$ cat config.mk
export PLATFORM = sky130hd
export DESIGN_NAME = device_health_alert_monitor
export DESIGN_NICKNAME = d
export VERILOG_FILES = /design/src/rtl/dham_pkg.sv /design/src/rtl/dham_queue.sv /design/src/rtl/dham_front.sv /design/src/rtl/dham_back.sv /design/src/rtl/device_health_alert_monitor.sv
export VERILOG_INCLUDE_DIRS = /design/src /design/src/rtl
export SDC_FILE = /design/constraint.sdc
export NUM_CORES = 1
export LEC_CHECK = 0
export ABC_AREA = 1
export BUFFER_PORTS_ARGS = -buffer_cell sky130_fd_sc_hd__buf_2
export CAP_MARGIN = 20
export CELL_PAD_IN_SITES_DETAIL_PLACEMENT = 1
export CELL_PAD_IN_SITES_GLOBAL_PLACEMENT = 1
export CORE_ASPECT_RATIO = 0.6
export CORE_MARGIN = 2
export CORE_UTILIZATION = 34
export DETAILED_ROUTE_END_ITERATION = 10
export HOLD_SLACK_MARGIN = 0.15
export PLACE_DENSITY_LB_ADDON = 0.1
export REMOVE_ABC_BUFFERS = 1
export SLEW_MARGIN = 20
export SYNTH_ARGS = -nofsm -noshare
export SYNTH_HDL_FRONTEND = slang
export SYNTH_HIERARCHICAL = 1
export SYNTH_SLANG_ARGS = --single-unit
$ cat constraint.sdc
create_clock -name i_clk -period 10.4 [get_ports i_clk]
set_clock_uncertainty 0.05 [all_clocks]
set_input_delay 1.04 -clock i_clk [delete_from_list [all_inputs] [get_ports i_clk]]
set_output_delay 1.04 -clock i_clk [all_outputs]
set_load 0.005 [all_outputs]
$ cat src/rtl/device_health_alert_monitor_assert.svh
// Assertion macros shared by the device health alert monitor RTL.
`ifndef DEVICE_HEALTH_ALERT_MONITOR_ASSERT_SVH
`define DEVICE_HEALTH_ALERT_MONITOR_ASSERT_SVH

// Same-cycle implication, checked outside reset.
`define DHAM_ASSERT_IMP(lbl, ante, cons, msg) \
    lbl: assert property (@(posedge i_clk) disable iff (!i_rst_n) \
        (ante) |-> (cons)) else $error(msg);

// Next-cycle implication, checked outside reset.
`define DHAM_ASSERT_NXT(lbl, ante, cons, msg) \
    lbl: assert property (@(posedge i_clk) disable iff (!i_rst_n) \
        (ante) |=> (cons)) else $error(msg);

`endif

$ cat src/rtl/dham_pkg.sv
// Types, codes and constants of the device health alert monitor.
`timescale 1ns / 1ps
package dham_pkg;

    localparam int DEVICE_COUNT = 5;
    localparam int SLOT_COUNT   = 5;
    localparam int QUEUE_DEPTH  = 2;
    localparam int QUEUE_PTR_W  = (QUEUE_DEPTH > 1) ? $clog2(QUEUE_DEPTH) : 1;
    localparam int QUEUE_CNT_W  = $clog2(QUEUE_DEPTH + 1);

    localparam logic [15:0] TIMEOUT_RESET    = 16'd3000;
    localparam logic [15:0] PERIOD_RESET     = 16'd1000;
    localparam logic [7:0]  CONV_MASK_RESET  = 8'hFB;
    localparam logic [7:0]  CRIT_LEVEL_RESET = 8'd2;

    typedef enum logic [2:0] {
        MODE_TICK      = 3'd0,
        MODE_BATTERY   = 3'd1,
        MODE_CHARGER   = 3'd2,
        MODE_CONVERTER = 3'd3,
        MODE_RADIO     = 3'd4,
        MODE_BACKUP    = 3'd5
    } t_mode;

    typedef enum logic [1:0] {
        REG_TIMEOUT    = 2'd0,
        REG_PERIOD     = 2'd1,
        REG_CONV_MASK  = 2'd2,
        REG_CRIT_LEVEL = 2'd3
    } t_reg_idx;

    localparam logic [2:0] DEV_BATTERY   = 3'd0;
    localparam logic [2:0] DEV_CHARGER   = 3'd1;
    localparam logic [2:0] DEV_CONVERTER = 3'd2;
    localparam logic [2:0] DEV_RADIO     = 3'd3;
    localparam logic [2:0] DEV_BACKUP    = 3'd4;

    localparam logic [1:0] SEV_INFO = 2'd0;
    localparam logic [1:0] SEV_WARN = 2'd1;
    localparam logic [1:0] SEV_CRIT = 2'd2;

    localparam logic [2:0] KIND_STATUS  = 3'd0;
    localparam logic [2:0] KIND_OFFLINE = 3'd1;
    localparam logic [2:0] KIND_ONLINE  = 3'd2;
    localparam logic [2:0] KIND_SERIAL  = 3'd3;
    localparam logic [2:0] KIND_TEMP    = 3'd4;
    localparam logic [2:0] KIND_NODE    = 3'd5;

    typedef struct packed {
        logic [15:0] timeout;
        logic [15:0] period;
        logic [7:0]  conv_mask;
        logic [7:0]  crit_level;
    } t_cfg;

    typedef struct packed {
        logic [2:0]  device;
        logic [1:0]  severity;
        logic [15:0] code;
        logic        active;
        logic [2:0]  kind;
    } t_alert;

    // One job: the alerts of one item, sent lowest slot first.
    typedef struct packed {
        logic [SLOT_COUNT-1:0]          mask;
        t_alert [SLOT_COUNT-1:0]        slot;
    } t_job;

    function automatic t_alert mk_alert(input logic [2:0] dev, input logic [1:0] sev,
                                        input logic [15:0] code, input logic act,
                                        input logic [2:0] kind);
        t_alert a;
        a.device   = dev;
        a.severity = sev;
        a.code     = code;
        a.active   = act;
        a.kind     = kind;
        return a;
    endfunction

endpackage

$ cat src/rtl/dham_queue.sv
// Short job queue between the classifying front end and the alert back end.
`timescale 1ns / 1ps
`include "device_health_alert_monitor_assert.svh"
module dham_queue
    import dham_pkg::*;
(
    input  logic i_clk,
    input  logic i_rst_n,
    input  logic i_push,
    input  t_job i_data,
    output logic o_full,
    input  logic i_pop,
    output logic o_valid,
    output t_job o_data
);

    t_job                   r_mem [QUEUE_DEPTH];
    logic [QUEUE_PTR_W-1:0] r_wr_ptr, n_wr_ptr;
    logic [QUEUE_PTR_W-1:0] r_rd_ptr, n_rd_ptr;
    logic [QUEUE_CNT_W-1:0] r_count, n_count;

    localparam logic [QUEUE_PTR_W-1:0] PTR_LAST = QUEUE_PTR_W'(QUEUE_DEPTH - 1);
    localparam logic [QUEUE_CNT_W-1:0] CNT_FULL = QUEUE_CNT_W'(QUEUE_DEPTH);

    assign o_full  = (r_count == CNT_FULL);
    assign o_valid = (r_count != '0);
    assign o_data  = r_mem[r_rd_ptr];

    always_comb begin
        n_wr_ptr = r_wr_ptr;
        n_rd_ptr = r_rd_ptr;
        n_count  = r_count;
        if (i_push) begin
            n_wr_ptr = (r_wr_ptr == PTR_LAST) ? '0 : r_wr_ptr + 1'b1;
        end
        if (i_pop) begin
            n_rd_ptr = (r_rd_ptr == PTR_LAST) ? '0 : r_rd_ptr + 1'b1;
        end
        if (i_push && !i_pop) begin
            n_count = r_count + 1'b1;
        end else if (!i_push && i_pop) begin
            n_count = r_count - 1'b1;
        end
    end

    always_ff @(posedge i_clk) begin
        if (!i_rst_n) begin
            r_wr_ptr <= '0;
            r_rd_ptr <= '0;
            r_count  <= '0;
        end else begin
            r_wr_ptr <= n_wr_ptr;
            r_rd_ptr <= n_rd_ptr;
            r_count  <= n_count;
        end
    end

    always_ff @(posedge i_clk) begin
        if (i_push) begin
            r_mem[r_wr_ptr] <= i_data;
        end
    end

    `DHAM_ASSERT_IMP(a_no_overflow, i_push, r_count < CNT_FULL, "job queue overflow")
    `DHAM_ASSERT_IMP(a_no_underflow, i_pop, r_count != '0, "job queue underflow")

endmodule

$ cat src/rtl/dham_front.sv
// Front end: accepts items, keeps device state and builds alert jobs.
`timescale 1ns / 1ps
module dham_front
    import dham_pkg::*;
#(
    parameter int AGE_BITS = 16
) (
    input  logic        i_clk,
    input  logic        i_rst_n,
    input  t_cfg        i_cfg,
    input  logic        i_valid,
    output logic        o_ready,
    input  logic [2:0]  i_mode,
    input  logic [7:0]  i_alarm_level,
    input  logic [31:0] i_fault_word,
    input  logic [31:0] i_alarm_word,
    input  logic [31:0] i_protect_word,
    input  logic        i_serial_online,
    input  logic [15:0] i_alarm_count,
    input  logic [7:0]  i_node_count,
    input  logic [7:0]  i_online_count,
    input  logic        i_q_full,
    output logic        o_push,
    output t_job        o_job
);

    localparam int CMP_W = (AGE_BITS > 16) ? AGE_BITS : 16;
    localparam logic [AGE_BITS-1:0] AGE_MAX = {AGE_BITS{1'b1}};
    localparam logic [AGE_BITS-1:0] AGE_ONE = AGE_BITS'(1);

    logic [AGE_BITS-1:0]     r_age [DEVICE_COUNT];
    logic [AGE_BITS-1:0]     n_age [DEVICE_COUNT];
    logic [AGE_BITS-1:0]     age_inc [DEVICE_COUNT];
    logic [DEVICE_COUNT-1:0] r_seen, n_seen;
    logic [DEVICE_COUNT-1:0] r_online, n_online;
    logic [DEVICE_COUNT-1:0] now_on;
    logic [15:0]             r_period, n_period;
    logic [15:0]             period_next, period_eff;
    logic [7:0]              r_prev_level, n_prev_level;
    logic [15:0]             r_prev_chg, n_prev_chg;
    logic                    r_prev_conv, n_prev_conv;
    logic                    r_prev_serial, n_prev_serial;
    logic [15:0]             r_prev_temp, n_prev_temp;
    logic                    r_prev_missing, n_prev_missing;
    logic                    r_prev_backup, n_prev_backup;
    logic                    accept;
    logic                    conv_fault, nodes_missing, backup_abn;
    logic [15:0]             missing_code;
    t_job                    job;

    assign o_ready = !i_q_full;
    assign accept  = i_valid && o_ready;

    // Saturating ages and their online judgment, one lane per device.
    always_comb begin
        for (int i = 0; i < DEVICE_COUNT; i++) begin
            age_inc[i] = (r_age[i] == AGE_MAX) ? r_age[i] : r_age[i] + AGE_ONE;
            now_on[i]  = CMP_W'(age_inc[i]) <= CMP_W'(i_cfg.timeout);
        end
    end

    assign period_next   = r_period + 16'd1;
    assign period_eff    = (i_cfg.period == 16'd0) ? 16'd1 : i_cfg.period;
    assign conv_fault    = |(i_fault_word[7:0] & i_cfg.conv_mask);
    assign nodes_missing = (i_node_count != 8'd0) && (i_online_count < i_node_count);
    assign missing_code  = {8'd0, i_node_count - i_online_count};
    assign backup_abn    = (i_alarm_word != 32'd0) || (i_protect_word != 32'd0)
                           || (i_fault_word != 32'd0);

    always_comb begin
        n_age          = r_age;
        n_seen         = r_seen;
        n_online       = r_online;
        n_period       = r_period;
        n_prev_level   = r_prev_level;
        n_prev_chg     = r_prev_chg;
        n_prev_conv    = r_prev_conv;
        n_prev_serial  = r_prev_serial;
        n_prev_temp    = r_prev_temp;
        n_prev_missing = r_prev_missing;
        n_prev_backup  = r_prev_backup;
        job            = '0;
        if (accept) begin
            unique case (i_mode)
                MODE_TICK: begin
                    n_age    = age_inc;
                    n_period = period_next;
                    if (period_next >= period_eff) begin
                        n_period = 16'd0;
                        for (int i = 0; i < DEVICE_COUNT; i++) begin
                            if (r_seen[i] && (now_on[i] != r_online[i])) begin
                                n_online[i]  = now_on[i];
                                job.mask[i]  = 1'b1;
                                job.slot[i]  = now_on[i]
                                    ? mk_alert(3'(i), SEV_INFO, 16'd0, 1'b0, KIND_ONLINE)
                                    : mk_alert(3'(i), SEV_WARN, 16'd0, 1'b1, KIND_OFFLINE);
                            end
                        end
                    end
                end
                MODE_BATTERY: begin
                    n_age[DEV_BATTERY]  = '0;
                    n_seen[DEV_BATTERY] = 1'b1;
                    if (i_alarm_level != r_prev_level) begin
                        n_prev_level = i_alarm_level;
                        job.mask[0]  = 1'b1;
                        job.slot[0]  = mk_alert(DEV_BATTERY,
                            (i_alarm_level >= i_cfg.crit_level) ? SEV_CRIT : SEV_WARN,
                            i_fault_word[15:0], i_alarm_level != 8'd0, KIND_STATUS);
                    end
                end
                MODE_CHARGER: begin
                    n_age[DEV_CHARGER]  = '0;
                    n_seen[DEV_CHARGER] = 1'b1;
                    if (i_fault_word[15:0] != r_prev_chg) begin
                        n_prev_chg  = i_fault_word[15:0];
                        job.mask[0] = 1'b1;
                        job.slot[0] = mk_alert(DEV_CHARGER,
                            (i_fault_word[15:0] != 16'd0) ? SEV_WARN : SEV_INFO,
                            i_fault_word[15:0], i_fault_word[15:0] != 16'd0, KIND_STATUS);
                    end
                end
                MODE_CONVERTER: begin
                    n_age[DEV_CONVERTER]  = '0;
                    n_seen[DEV_CONVERTER] = 1'b1;
                    if (conv_fault != r_prev_conv) begin
                        n_prev_conv = conv_fault;
                        job.mask[0] = 1'b1;
                        job.slot[0] = mk_alert(DEV_CONVERTER,
                            conv_fault ? SEV_CRIT : SEV_INFO,
                            i_fault_word[15:0], conv_fault, KIND_STATUS);
                    end
                end
                MODE_RADIO: begin
                    n_age[DEV_RADIO]  = '0;
                    n_seen[DEV_RADIO] = 1'b1;
                    // Slot order gives the delivery order: serial, temperature, nodes.
                    if (i_serial_online != r_prev_serial) begin
                        n_prev_serial = i_serial_online;
                        job.mask[0]   = 1'b1;
                        job.slot[0]   = mk_alert(DEV_RADIO,
                            i_serial_online ? SEV_INFO : SEV_WARN,
                            16'd0, !i_serial_online, KIND_SERIAL);
                    end
                    if (i_alarm_count != r_prev_temp) begin
                        n_prev_temp = i_alarm_count;
                        job.mask[1] = 1'b1;
                        job.slot[1] = (i_alarm_count != 16'd0)
                            ? mk_alert(DEV_RADIO, SEV_WARN, i_alarm_count, 1'b1, KIND_TEMP)
                            : mk_alert(DEV_RADIO, SEV_INFO, 16'd0, 1'b0, KIND_TEMP);
                    end
                    if (nodes_missing != r_prev_missing) begin
                        n_prev_missing = nodes_missing;
                        job.mask[2]    = 1'b1;
                        job.slot[2]    = nodes_missing
                            ? mk_alert(DEV_RADIO, SEV_WARN, missing_code, 1'b1, KIND_NODE)
                            : mk_alert(DEV_RADIO, SEV_INFO, 16'd0, 1'b0, KIND_NODE);
                    end
                end
                MODE_BACKUP: begin
                    n_age[DEV_BACKUP]  = '0;
                    n_seen[DEV_BACKUP] = 1'b1;
                    if (backup_abn != r_prev_backup) begin
                        n_prev_backup = backup_abn;
                        job.mask[0]   = 1'b1;
                        job.slot[0]   = mk_alert(DEV_BACKUP,
                            backup_abn ? SEV_WARN : SEV_INFO,
                            i_fault_word[15:0], backup_abn, KIND_STATUS);
                    end
                end
                default: begin
                    // Unused modes change nothing.
                end
            endcase
        end
    end

    assign o_push = accept && (job.mask != '0);
    assign o_job  = job;

    always_ff @(posedge i_clk) begin
        if (!i_rst_n) begin
            for (int i = 0; i < DEVICE_COUNT; i++) begin
                r_age[i] <= '0;
            end
            r_seen         <= '0;
            r_online       <= '0;
            r_period       <= '0;
            r_prev_level   <= '0;
            r_prev_chg     <= '0;
            r_prev_conv    <= 1'b0;
            r_prev_serial  <= 1'b0;
            r_prev_temp    <= '0;
            r_prev_missing <= 1'b0;
            r_prev_backup  <= 1'b0;
        end else begin
            r_age          <= n_age;
            r_seen         <= n_seen;
            r_online       <= n_online;
            r_period       <= n_period;
            r_prev_level   <= n_prev_level;
            r_prev_chg     <= n_prev_chg;
            r_prev_conv    <= n_prev_conv;
            r_prev_serial  <= n_prev_serial;
            r_prev_temp    <= n_prev_temp;
            r_prev_missing <= n_prev_missing;
            r_prev_backup  <= n_prev_backup;
        end
    end

endmodule

$ cat src/rtl/dham_back.sv
// Back end: takes jobs from the queue and sends their alerts one per cycle while i_ready is high.
`timescale 1ns / 1ps
`include "device_health_alert_monitor_assert.svh"
module dham_back
    import dham_pkg::*;
(
    input  logic        i_clk,
    input  logic        i_rst_n,
    input  logic        i_q_valid,
    input  t_job        i_q_data,
    output logic        o_q_pop,
    output logic        o_valid,
    input  logic        i_ready,
    output logic [2:0]  o_device,
    output logic [1:0]  o_severity,
    output logic [15:0] o_alert_code,
    output logic        o_active,
    output logic [2:0]  o_kind,
    output logic        o_last
);

    logic [SLOT_COUNT-1:0] r_mask, n_mask;
    t_alert [SLOT_COUNT-1:0] r_slot;
    logic [SLOT_COUNT-1:0] pick, rest;
    t_alert                cur;
    logic                  xfer, load;

    // Lowest pending slot goes first.
    always_comb begin
        pick = '0;
        cur  = r_slot[0];
        for (int i = SLOT_COUNT - 1; i >= 0; i--) begin
            if (r_mask[i]) begin
                pick = '0;
                pick[i] = 1'b1;
                cur  = r_slot[i];
            end
        end
    end

    assign rest    = r_mask & ~pick;
    assign o_valid = (r_mask != '0);
    assign o_last  = (rest == '0);
    assign xfer    = o_valid && i_ready;
    assign load    = i_q_valid && (!o_valid || (xfer && o_last));
    assign o_q_pop = load;

    assign o_device     = cur.device;
    assign o_severity   = cur.severity;
    assign o_alert_code = cur.code;
    assign o_active     = cur.active;
    assign o_kind       = cur.kind;

    always_comb begin
        n_mask = r_mask;
        if (load) begin
            n_mask = i_q_data.mask;
        end else if (xfer) begin
            n_mask = rest;
        end
    end

    always_ff @(posedge i_clk) begin
        if (!i_rst_n) begin
            r_mask <= '0;
        end else begin
            r_mask <= n_mask;
        end
    end

    always_ff @(posedge i_clk) begin
        if (load) begin
            r_slot <= i_q_data.slot;
        end
    end

    `DHAM_ASSERT_NXT(a_job_continues, xfer && !o_last, o_valid, "job dropped before last alert")
    `DHAM_ASSERT_NXT(a_load_nonempty, load, o_valid, "empty job taken from queue")

endmodule

$ cat src/rtl/device_health_alert_monitor.sv
// Top level of the device health alert monitor: register port and block wiring.
`timescale 1ns / 1ps
// Device health alert monitor for five devices (battery, charger, converter,
// radio summary, backup battery). Each input transfer is a tick or one device's
// status message; the block answers with zero to five alert transfers, the
// final one of each item flagged by o_last. The front end takes one item per
// cycle whenever its two-entry job queue has room, updates the device ages,
// seen and online flags and remembered statuses at once, and queues the item's
// alerts as one job. The back end drains jobs and sends one alert per cycle
// while i_ready is high, one transfer per alert (five at most, after a
// completed check period); items without alerts never reach the queue.
// The output serializer therefore sets the sustained rate.
// Registers sit on the APB port at byte addresses 0 (timeout_ticks),
// 4 (check_period_ticks), 8 (converter_fault_mask), 12 (critical_alarm_level);
// write them only while no item is in flight. pready is always high.
module device_health_alert_monitor
    import dham_pkg::*;
#(
    parameter int AGE_BITS = 16
) (
    input  logic        i_clk,
    input  logic        i_rst_n,
    // configuration
    input  logic        psel,
    input  logic        penable,
    input  logic        pwrite,
    input  logic [3:0]  paddr,
    input  logic [31:0] pwdata,
    output logic [31:0] prdata,
    output logic        pready,
    // input items
    input  logic        i_valid,
    output logic        o_ready,
    input  logic [2:0]  i_mode,
    input  logic [7:0]  i_alarm_level,
    input  logic [31:0] i_fault_word,
    input  logic [31:0] i_alarm_word,
    input  logic [31:0] i_protect_word,
    input  logic        i_serial_online,
    input  logic [15:0] i_alarm_count,
    input  logic [7:0]  i_node_count,
    input  logic [7:0]  i_online_count,
    // alerts
    output logic        o_valid,
    input  logic        i_ready,
    output logic [2:0]  o_device,
    output logic [1:0]  o_severity,
    output logic [15:0] o_alert_code,
    output logic        o_active,
    output logic [2:0]  o_kind,
    output logic        o_last
);

    t_cfg     r_cfg, n_cfg;
    t_reg_idx reg_idx;
    logic     cfg_wr;
    logic     q_push, q_pop, q_full, q_valid;
    t_job     q_in, q_out;

    assign pready  = 1'b1;
    assign reg_idx = t_reg_idx'(paddr[3:2]);
    // Write lands in the access phase.
    assign cfg_wr  = psel && penable && pwrite && pready;

    always_comb begin
        n_cfg = r_cfg;
        if (cfg_wr) begin
            unique case (reg_idx)
                REG_TIMEOUT:    n_cfg.timeout    = pwdata[15:0];
                REG_PERIOD:     n_cfg.period     = pwdata[15:0];
                REG_CONV_MASK:  n_cfg.conv_mask  = pwdata[7:0];
                REG_CRIT_LEVEL: n_cfg.crit_level = pwdata[7:0];
            endcase
        end
    end

    // Read back, zero-extended to the bus.
    always_comb begin
        unique case (reg_idx)
            REG_TIMEOUT:    prdata = {16'd0, r_cfg.timeout};
            REG_PERIOD:     prdata = {16'd0, r_cfg.period};
            REG_CONV_MASK:  prdata = {24'd0, r_cfg.conv_mask};
            REG_CRIT_LEVEL: prdata = {24'd0, r_cfg.crit_level};
        endcase
    end

    always_ff @(posedge i_clk) begin
        if (!i_rst_n) begin
            r_cfg.timeout    <= TIMEOUT_RESET;
            r_cfg.period     <= PERIOD_RESET;
            r_cfg.conv_mask  <= CONV_MASK_RESET;
            r_cfg.crit_level <= CRIT_LEVEL_RESET;
        end else begin
            r_cfg <= n_cfg;
        end
    end

    // Classify items and hold device state.
    dham_front #(
        .AGE_BITS (AGE_BITS)
    ) u_front (
        .i_clk           (i_clk),
        .i_rst_n         (i_rst_n),
        .i_cfg           (r_cfg),
        .i_valid         (i_valid),
        .o_ready         (o_ready),
        .i_mode          (i_mode),
        .i_alarm_level   (i_alarm_level),
        .i_fault_word    (i_fault_word),
        .i_alarm_word    (i_alarm_word),
        .i_protect_word  (i_protect_word),
        .i_serial_online (i_serial_online),
        .i_alarm_count   (i_alarm_count),
        .i_node_count    (i_node_count),
        .i_online_count  (i_online_count),
        .i_q_full        (q_full),
        .o_push          (q_push),
        .o_job           (q_in)
    );

    // Decouple the two sides.
    dham_queue u_queue (
        .i_clk   (i_clk),
        .i_rst_n (i_rst_n),
        .i_push  (q_push),
        .i_data  (q_in),
        .o_full  (q_full),
        .i_pop   (q_pop),
        .o_valid (q_valid),
        .o_data  (q_out)
    );

    // Serialize each job's alerts onto the output channel.
    dham_back u_back (
        .i_clk        (i_clk),
        .i_rst_n      (i_rst_n),
        .i_q_valid    (q_valid),
        .i_q_data     (q_out),
        .o_q_pop      (q_pop),
        .o_valid      (o_valid),
        .i_ready      (i_ready),
        .o_device     (o_device),
        .o_severity   (o_severity),
        .o_alert_code (o_alert_code),
        .o_active     (o_active),
        .o_kind       (o_kind),
        .o_last       (o_last)
    );

endmodule

-- After elaboration in Yosys (flattened, before gate mapping)
Memory sizes are Yosys's and may differ from the RTL's. A register that Yosys moved wholly into a read port is not among the register bits.
Index checks and enable logic that the tools add are counted.
Widths: inputs -> output; s select.
- order comparisons: 8
- mux-type cells: 77
- reduce and logical (&&, ||, !) cells: 72
- bitwise gates (word level): 3
- add/sub/neg operators: 11
- equal/unequal tests: 26
- operators with widths (cell ; number):
    $mux 25 ; 13
    $mux 130 ; 2
    $pmux 16 s2 ; 5
    $pmux 25 s6 ; 1
    $mux 21 ; 7
    $pmux 32 s4 ; 1
    $mux 16 ; 7
    $pmux 50 s2 ; 1
    $add 16x1->16 const B ; 6
    $reduce_bool 32->1 ; 3
    $eq 16x16->1 const B ; 5
    $le 16x16->1 ; 5
    $mux 50 ; 1
    $mux 24 ; 2
    $mux 5 ; 7
    $ne 16x16->1 ; 2
    $reduce_bool 16->1 ; 2
    $reduce_and 2->1 ; 15
    $mux 23 ; 1
    $mux 22 ; 1
    $mux 1 ; 21
    $reduce_and 3->1 ; 7
    $reduce_and 4->1 ; 5
    $ge 16x16->1 ; 1
    other kinds (30) ; 76
- input port bits: 183
- memory bits (writable): 260
- memories kept: 1
- output and inout port bits: 61
- flip-flop bits (word level): 332
- memories (memory ; depth ; width ; rd ports ; clocked after Yosys merged registers in ; wr ports ; line ; text):
    u_queue.r_mem ; 2 ; 130 ; 1 ; 1 ; 1 ; dham_queue.sv:17 ; t_job r_mem [QUEUE_DEPTH];

-- Logic depth before layout (Yosys ltp)
- depth in word-level cells: 15
- gate-level depth with buffers: 34
- depth with buffers taken out: 34

-- Cells and area by module
The synthesis kept the hierarchy.
- by module, submodules not included (module ; times used ; area an instance (µm²) ; cells an instance):
    dham_front ; 1 ; 12618.4 ; 1920
    dham_queue ; 1 ; 9634.2 ; 439
    dham_back ; 1 ; 5277.6 ; 400
    device_health_alert_monitor ; 1 ; 2327.2 ; 336

-- Worst setup path before layout
Ideal clock, no wire load.
- path kind: in2reg
- start: in i_node_count[0]
- end: mem u_queue/r_mem[0][0] in the netlist's numbering, enable pin
- stages: 20
- arrival time: 8.803 ns
- slack: 0.923 ns
- path through: inv_1 ha_1 fa_1 nand3b_1 nand2_1 nand2_1 nand2_1 a21oi_1 nor2_1 nor2_1 o21bai_1 nand2_1 inv_1 ha_1 or2_2 nand2_1 o21ai_0 nand2_1 inv_1 nor2_1
- cells in the longest elaborated chain, start to end: 10
- elaborated cells between the ends (all ways): 11
- RTL lines (item ; line ; text):
    start: declaration ; device_health_alert_monitor.sv:41 ; input logic [7:0] i_node_count,
    $lt 8x8->1 / $reduce_bool 8->1 (equally long branches) ; dham_front.sv:65 ; assign nodes_missing = (i_node_count != 8'd0) && (i_online_count < i_node_count);
    $logic_and 1x1->1 * ; dham_front.sv:65 ;
    named net u_front.nodes_missing ; dham_front.sv:47 ; logic conv_fault, nodes_missing, backup_abn;
    $ne 1x1->1 * ; dham_front.sv:152 ; if (nodes_missing != r_prev_missing) begin
    $mux 1 * ; dham_front.sv:152 ;
    $pmux 2 s2 * ; dham_front.sv:84 ; unique case (i_mode)
    $mux 130 * ; dham_front.sv:83 ; if (accept) begin
    $reduce_bool 5->1 * ; dham_front.sv:178 ; assign o_push = accept && (job.mask != '0);
    $logic_and 1x1->1 * ; dham_front.sv:178 ;
    named net q_push ; device_health_alert_monitor.sv:57 ; logic q_push, q_pop, q_full, q_valid;
    $mux 1 * ; dham_queue.sv:59 ; if (i_push) begin
    $mux 1 (not written as such) * ; dham_queue.sv:60 ; r_mem[r_wr_ptr] <= i_data;
    end: declaration ; dham_queue.sv:17 ;
The timed path passes the listed nets; every way through them passes the cells marked *.

-- Worst setup path after layout
- start: reg u_front.r_period[0]
- end: mem u_queue/r_mem[1][80] in the netlist's numbering, enable pin
- cells in the longest elaborated chain, start to end: 9
- elaborated cells between the ends (all ways): 11
- RTL lines (item ; line ; text):
    start: declaration ; dham_front.sv:37 ; logic [15:0] r_period, n_period;
    start signal: assignment ; dham_front.sv:200 ; r_period <= n_period;
    $add 16x1->16 * ; dham_front.sv:62 ; assign period_next = r_period + 16'd1;
    $ge 16x16->1 * ; dham_front.sv:88 ; if (period_next >= period_eff) begin
    $mux 130 * ; dham_front.sv:88 ;
    $pmux 1 s6, or another cell as far along ; dham_front.sv:84 ;
    $mux 130 * ; dham_front.sv:83 ;
    $reduce_bool 5->1 * ; dham_front.sv:178 ;
    $logic_and 1x1->1 * ; dham_front.sv:178 ;
    named net q_push ; device_health_alert_monitor.sv:57 ;
    $mux 1 * ; dham_queue.sv:59 ;
    $mux 1 (not written as such) * ; dham_queue.sv:60 ;
Marks and branches as above.

==> flow_summary.ini <==
[clocking]
numCtsBuffers = 61
cts_max_path_buffers = 3
postCtsHoldBufs = 0
root_buffer = clkbuf_16
cts_setup_buffers = 0
clkTransAtPathRegs_ps = 60
clock_insertion_delay_worst_skew_ps = 650
post_cts_resized = 0
cts.sinks = 593
htree_levels = 2
cts_tree = done

[synth]
synth.avg_cell_area_um2 = 9.65
ys_seq_area_frac = 0.527
synth_commonest_cells = 650 x nand2_1, 385 x edfxtp_1, 278 x inv_1, 237 x nor2_1, 229 x a21oi_1
synth_edf_count = 385
yosys.area.top_type = edfxtp_1
ys_warn_count = 6
synth_top_cells_by_area = edfxtp_1 39%, dfxtp_1 14%, nand2_1 8.2%
ys_ff_latch = 593
synth.distinct_cells = 59
synthFlopType = edfxtp_1
synth.most_common_cell = nand2_1
async_reset_ff_frac = 0
synth_area_um2 = 29900
synth.top_cell.area_share = 0.387
netlist_instances = 3095

[die]
die-area_um2 = 90300
num_rows = 84
die_height_um = 234
start_util = 0.342
die_w_um = 387
io_pins = 244
core_area_um2 = 87300

[critical_path]
cp_common_cell = nand3_1
crit_type = reg -> reg
cp_cell_sequence = ha_1 -> nand3_1 -> nor3_2 -> nand3_1 -> nor2_2 -> nand4_1 -> xnor2_1 -> ha_1 -> nand2_1 -> nor3_1 -> nand3_1 -> nand3_1 -> buf_4 -> nand2_1 -> inv_2 -> nand3_1 -> nand3_1 -> nor2_1 -> nand2_1 -> nand2_1 -> inv_6 -> buf_4
cp-end-kind = register
worst_path_max_delay_cell = buf_4
crit_path_max_fanout = 67
crit_arrival_ps = 6060
critical-path-max-stage-delay_ps = 850
cp_data_required_time_ps = 10610
path_buf_inv = 4
critPathTopFamily = simple AND/OR/NAND/NOR gates
worstSetupStartpointType = register

[pwr]
power_mw = 7.36
seqPwrFrac = 0.440
p_per_area_nw_per_um2 = 219
p_switching_mw = 2.37
vdd_drop_max_v = 0.000184
comb_power_share = 0.246
clockPowerShare = 0.314
p_int_mw = 4.99
p_sw_frac = 0.322
p_leak_nw = 13.6

[timing]
finalCritPeriodShare = 0.563
finalCriticalPeriod_ps = 5850
rsz0062_at_grt = false
slew_headroom = 0.288
max_freq_mhz = 171
worst_slew_pin_slew_ps = 1070
hold_violations = 0
slew_viol_final = 0
setup_viol = 0
tns_ps = 0
hold_ws_ps = 411

[routing]
drc = 0
drt_wl_total_mm = 92.6
wl_per_cell_um = 20.6
via_per_inst = 5.01
vias = 22500
drtIter0Drc = 1218
ant_nets = 0
dr.pass1.iters = 5

[grt]
track_usage = 0.204
grt_pass1_vias = 23300
antenna_found_initial = 5
grt.overflow.total = 0
grt_pass1_wl_mm = 141
grt_max_degree = 83

[place]
dp_hpwl_mm = 64.3
portBuffers = 208
dpl.cell_count = 4365
gp_congestion = 0.852

[job]
maxCapViolations = 0

[final_layout]
finalNonFillerCells = 4485
drive_gt1_frac = 0.168
fin_util = 0.385
nets = 3574
fillers = 9979
area_delta_synth_final_pct = 12.7

[outcome]
status = finished, final reports clean

[hold_path]
min_path_type = reg -> reg
[path summary, 6_finish.rpt]
kind	slack, ps	from	cells after the start	end
hold / removal	410	u_front/r_seen[3]$_SDFFE_PN0P_	2	u_front/r_seen[3]$_SDFFE_PN0P_
setup reg to reg	4550	u_front/r_period[0]$_SDFFE_PN0P_	22	u_queue/r_mem[1][80]$_DFFE_PP_
hold reg to reg	410	u_front/r_seen[3]$_SDFFE_PN0P_	2	u_front/r_seen[3]$_SDFFE_PN0P_
setup / recovery	4550	u_front/r_period[0]$_SDFFE_PN0P_	22	u_queue/r_mem[1][80]$_DFFE_PP_
[state kept, by name, summed over array words and instances (netlist names), named ones only]
register and flops:
u_queue/r_rd_ptr 1, u_front/r_period 16, r_cfg 48, u_front/r_prev_chg 16, u_back/r_mask 5, u_front/r_prev_serial 1, u_queue/r_count 2, u_front/r_seen 5
u_front/r_online 5, u_front/r_prev_backup 1, u_back/r_slot 125, u_front/r_age 80, u_front/r_prev_temp 16, u_queue/r_wr_ptr 1, u_front/r_prev_conv 1, u_queue/r_mem 260
u_front/r_prev_missing 1, u_front/r_prev_level 8
[logic make-up (layout without fill, tap and decap cells)]
| logic type | after synthesis | in the layout | share of synthesized area |
|---|---|---|---|
| DFF | 593 | 593 | 0.527 |
| buffers and inverters | 485 | 643 | 0.0792 |
| AOI/OAI and AO/OA | 423 | 423 | 0.0800 |
| other | 3 | 74 | 0.000377 |
| muxes | 132 | 132 | 0.0498 |
| xor gates and xnor gates | 101 | 101 | 0.0296 |
| adders and majority gates | 124 | 124 | 0.0522 |
| and+or+nand+nor | 1234 | 1234 | 0.182 |
[routing by layer]
| metal | vias to the layer above | GRT usage | share of wire |
|---|---|---|---|
| met5 | - | 0 | 0 |
| met4 | 0 | 0.0418 | 0.017 |
| met3 | 109 | 0.0303 | 0.038 |
| met2 | 403 | 0.306 | 0.42 |
| met1 | 11200 | 0.308 | 0.53 |
| li1 | 10800 | - | - |
[per-stage QoR]
stage	setup slack, ps	cell area (µm²)
detailed placement	3880	31600
CTS	4410	33600
global route	4070	33600
floorplan	921	28900
finish	4550	33600
global placement	4100	31600
[area by class of cell]
cell class,instances,area (µm²),area share
clock inverter,39,452,0.0134
inverter,299,1130,0.0335
multi-input combinational,2083,12000,0.358
antenna,5,12.5,0.000372
tap,1161,1450,0.0432
timing repair buffer,229,1200,0.0357
sequential,593,15700,0.467
clock buffer,76,1620,0.0483
[power groups by stage]
stage | Sequential (mW) | Combinational (mW) | Clock [mW]
after global routing | 3.28 | 2.01 | 2.47
after CTS | 3.24 | 1.86 | 2.39
after floorplan | 3.30 | 1.04 | 0
after global placement | 3.28 | 1.82 | 0
final | 3.24 | 1.81 | 2.31
after detailed placement | 3.29 | 1.85 | 0
[tightest hold or removal path, stage by stage, from the launching register on]
cell	delay [ps]
dfxtp_1	300
inv_1	60
a21oi_1	60
[placed cells by master, fill, tap and decap left out, types with 39 or more instances in the layout]
master,instances
buf_2,207
ha_1,123
a21oi_1,229
nand2_1,650
nand3_1,145
conb_1,69
dfxtp_1,206
clkbuf_16,62
inv_1,276
nor4_1,39
edfxtp_1,385
nor2_1,234
mux2_2,132
xor2_1,63
o21ai_0,95
nand4_1,58
Power figures use the tool's default switching activity.
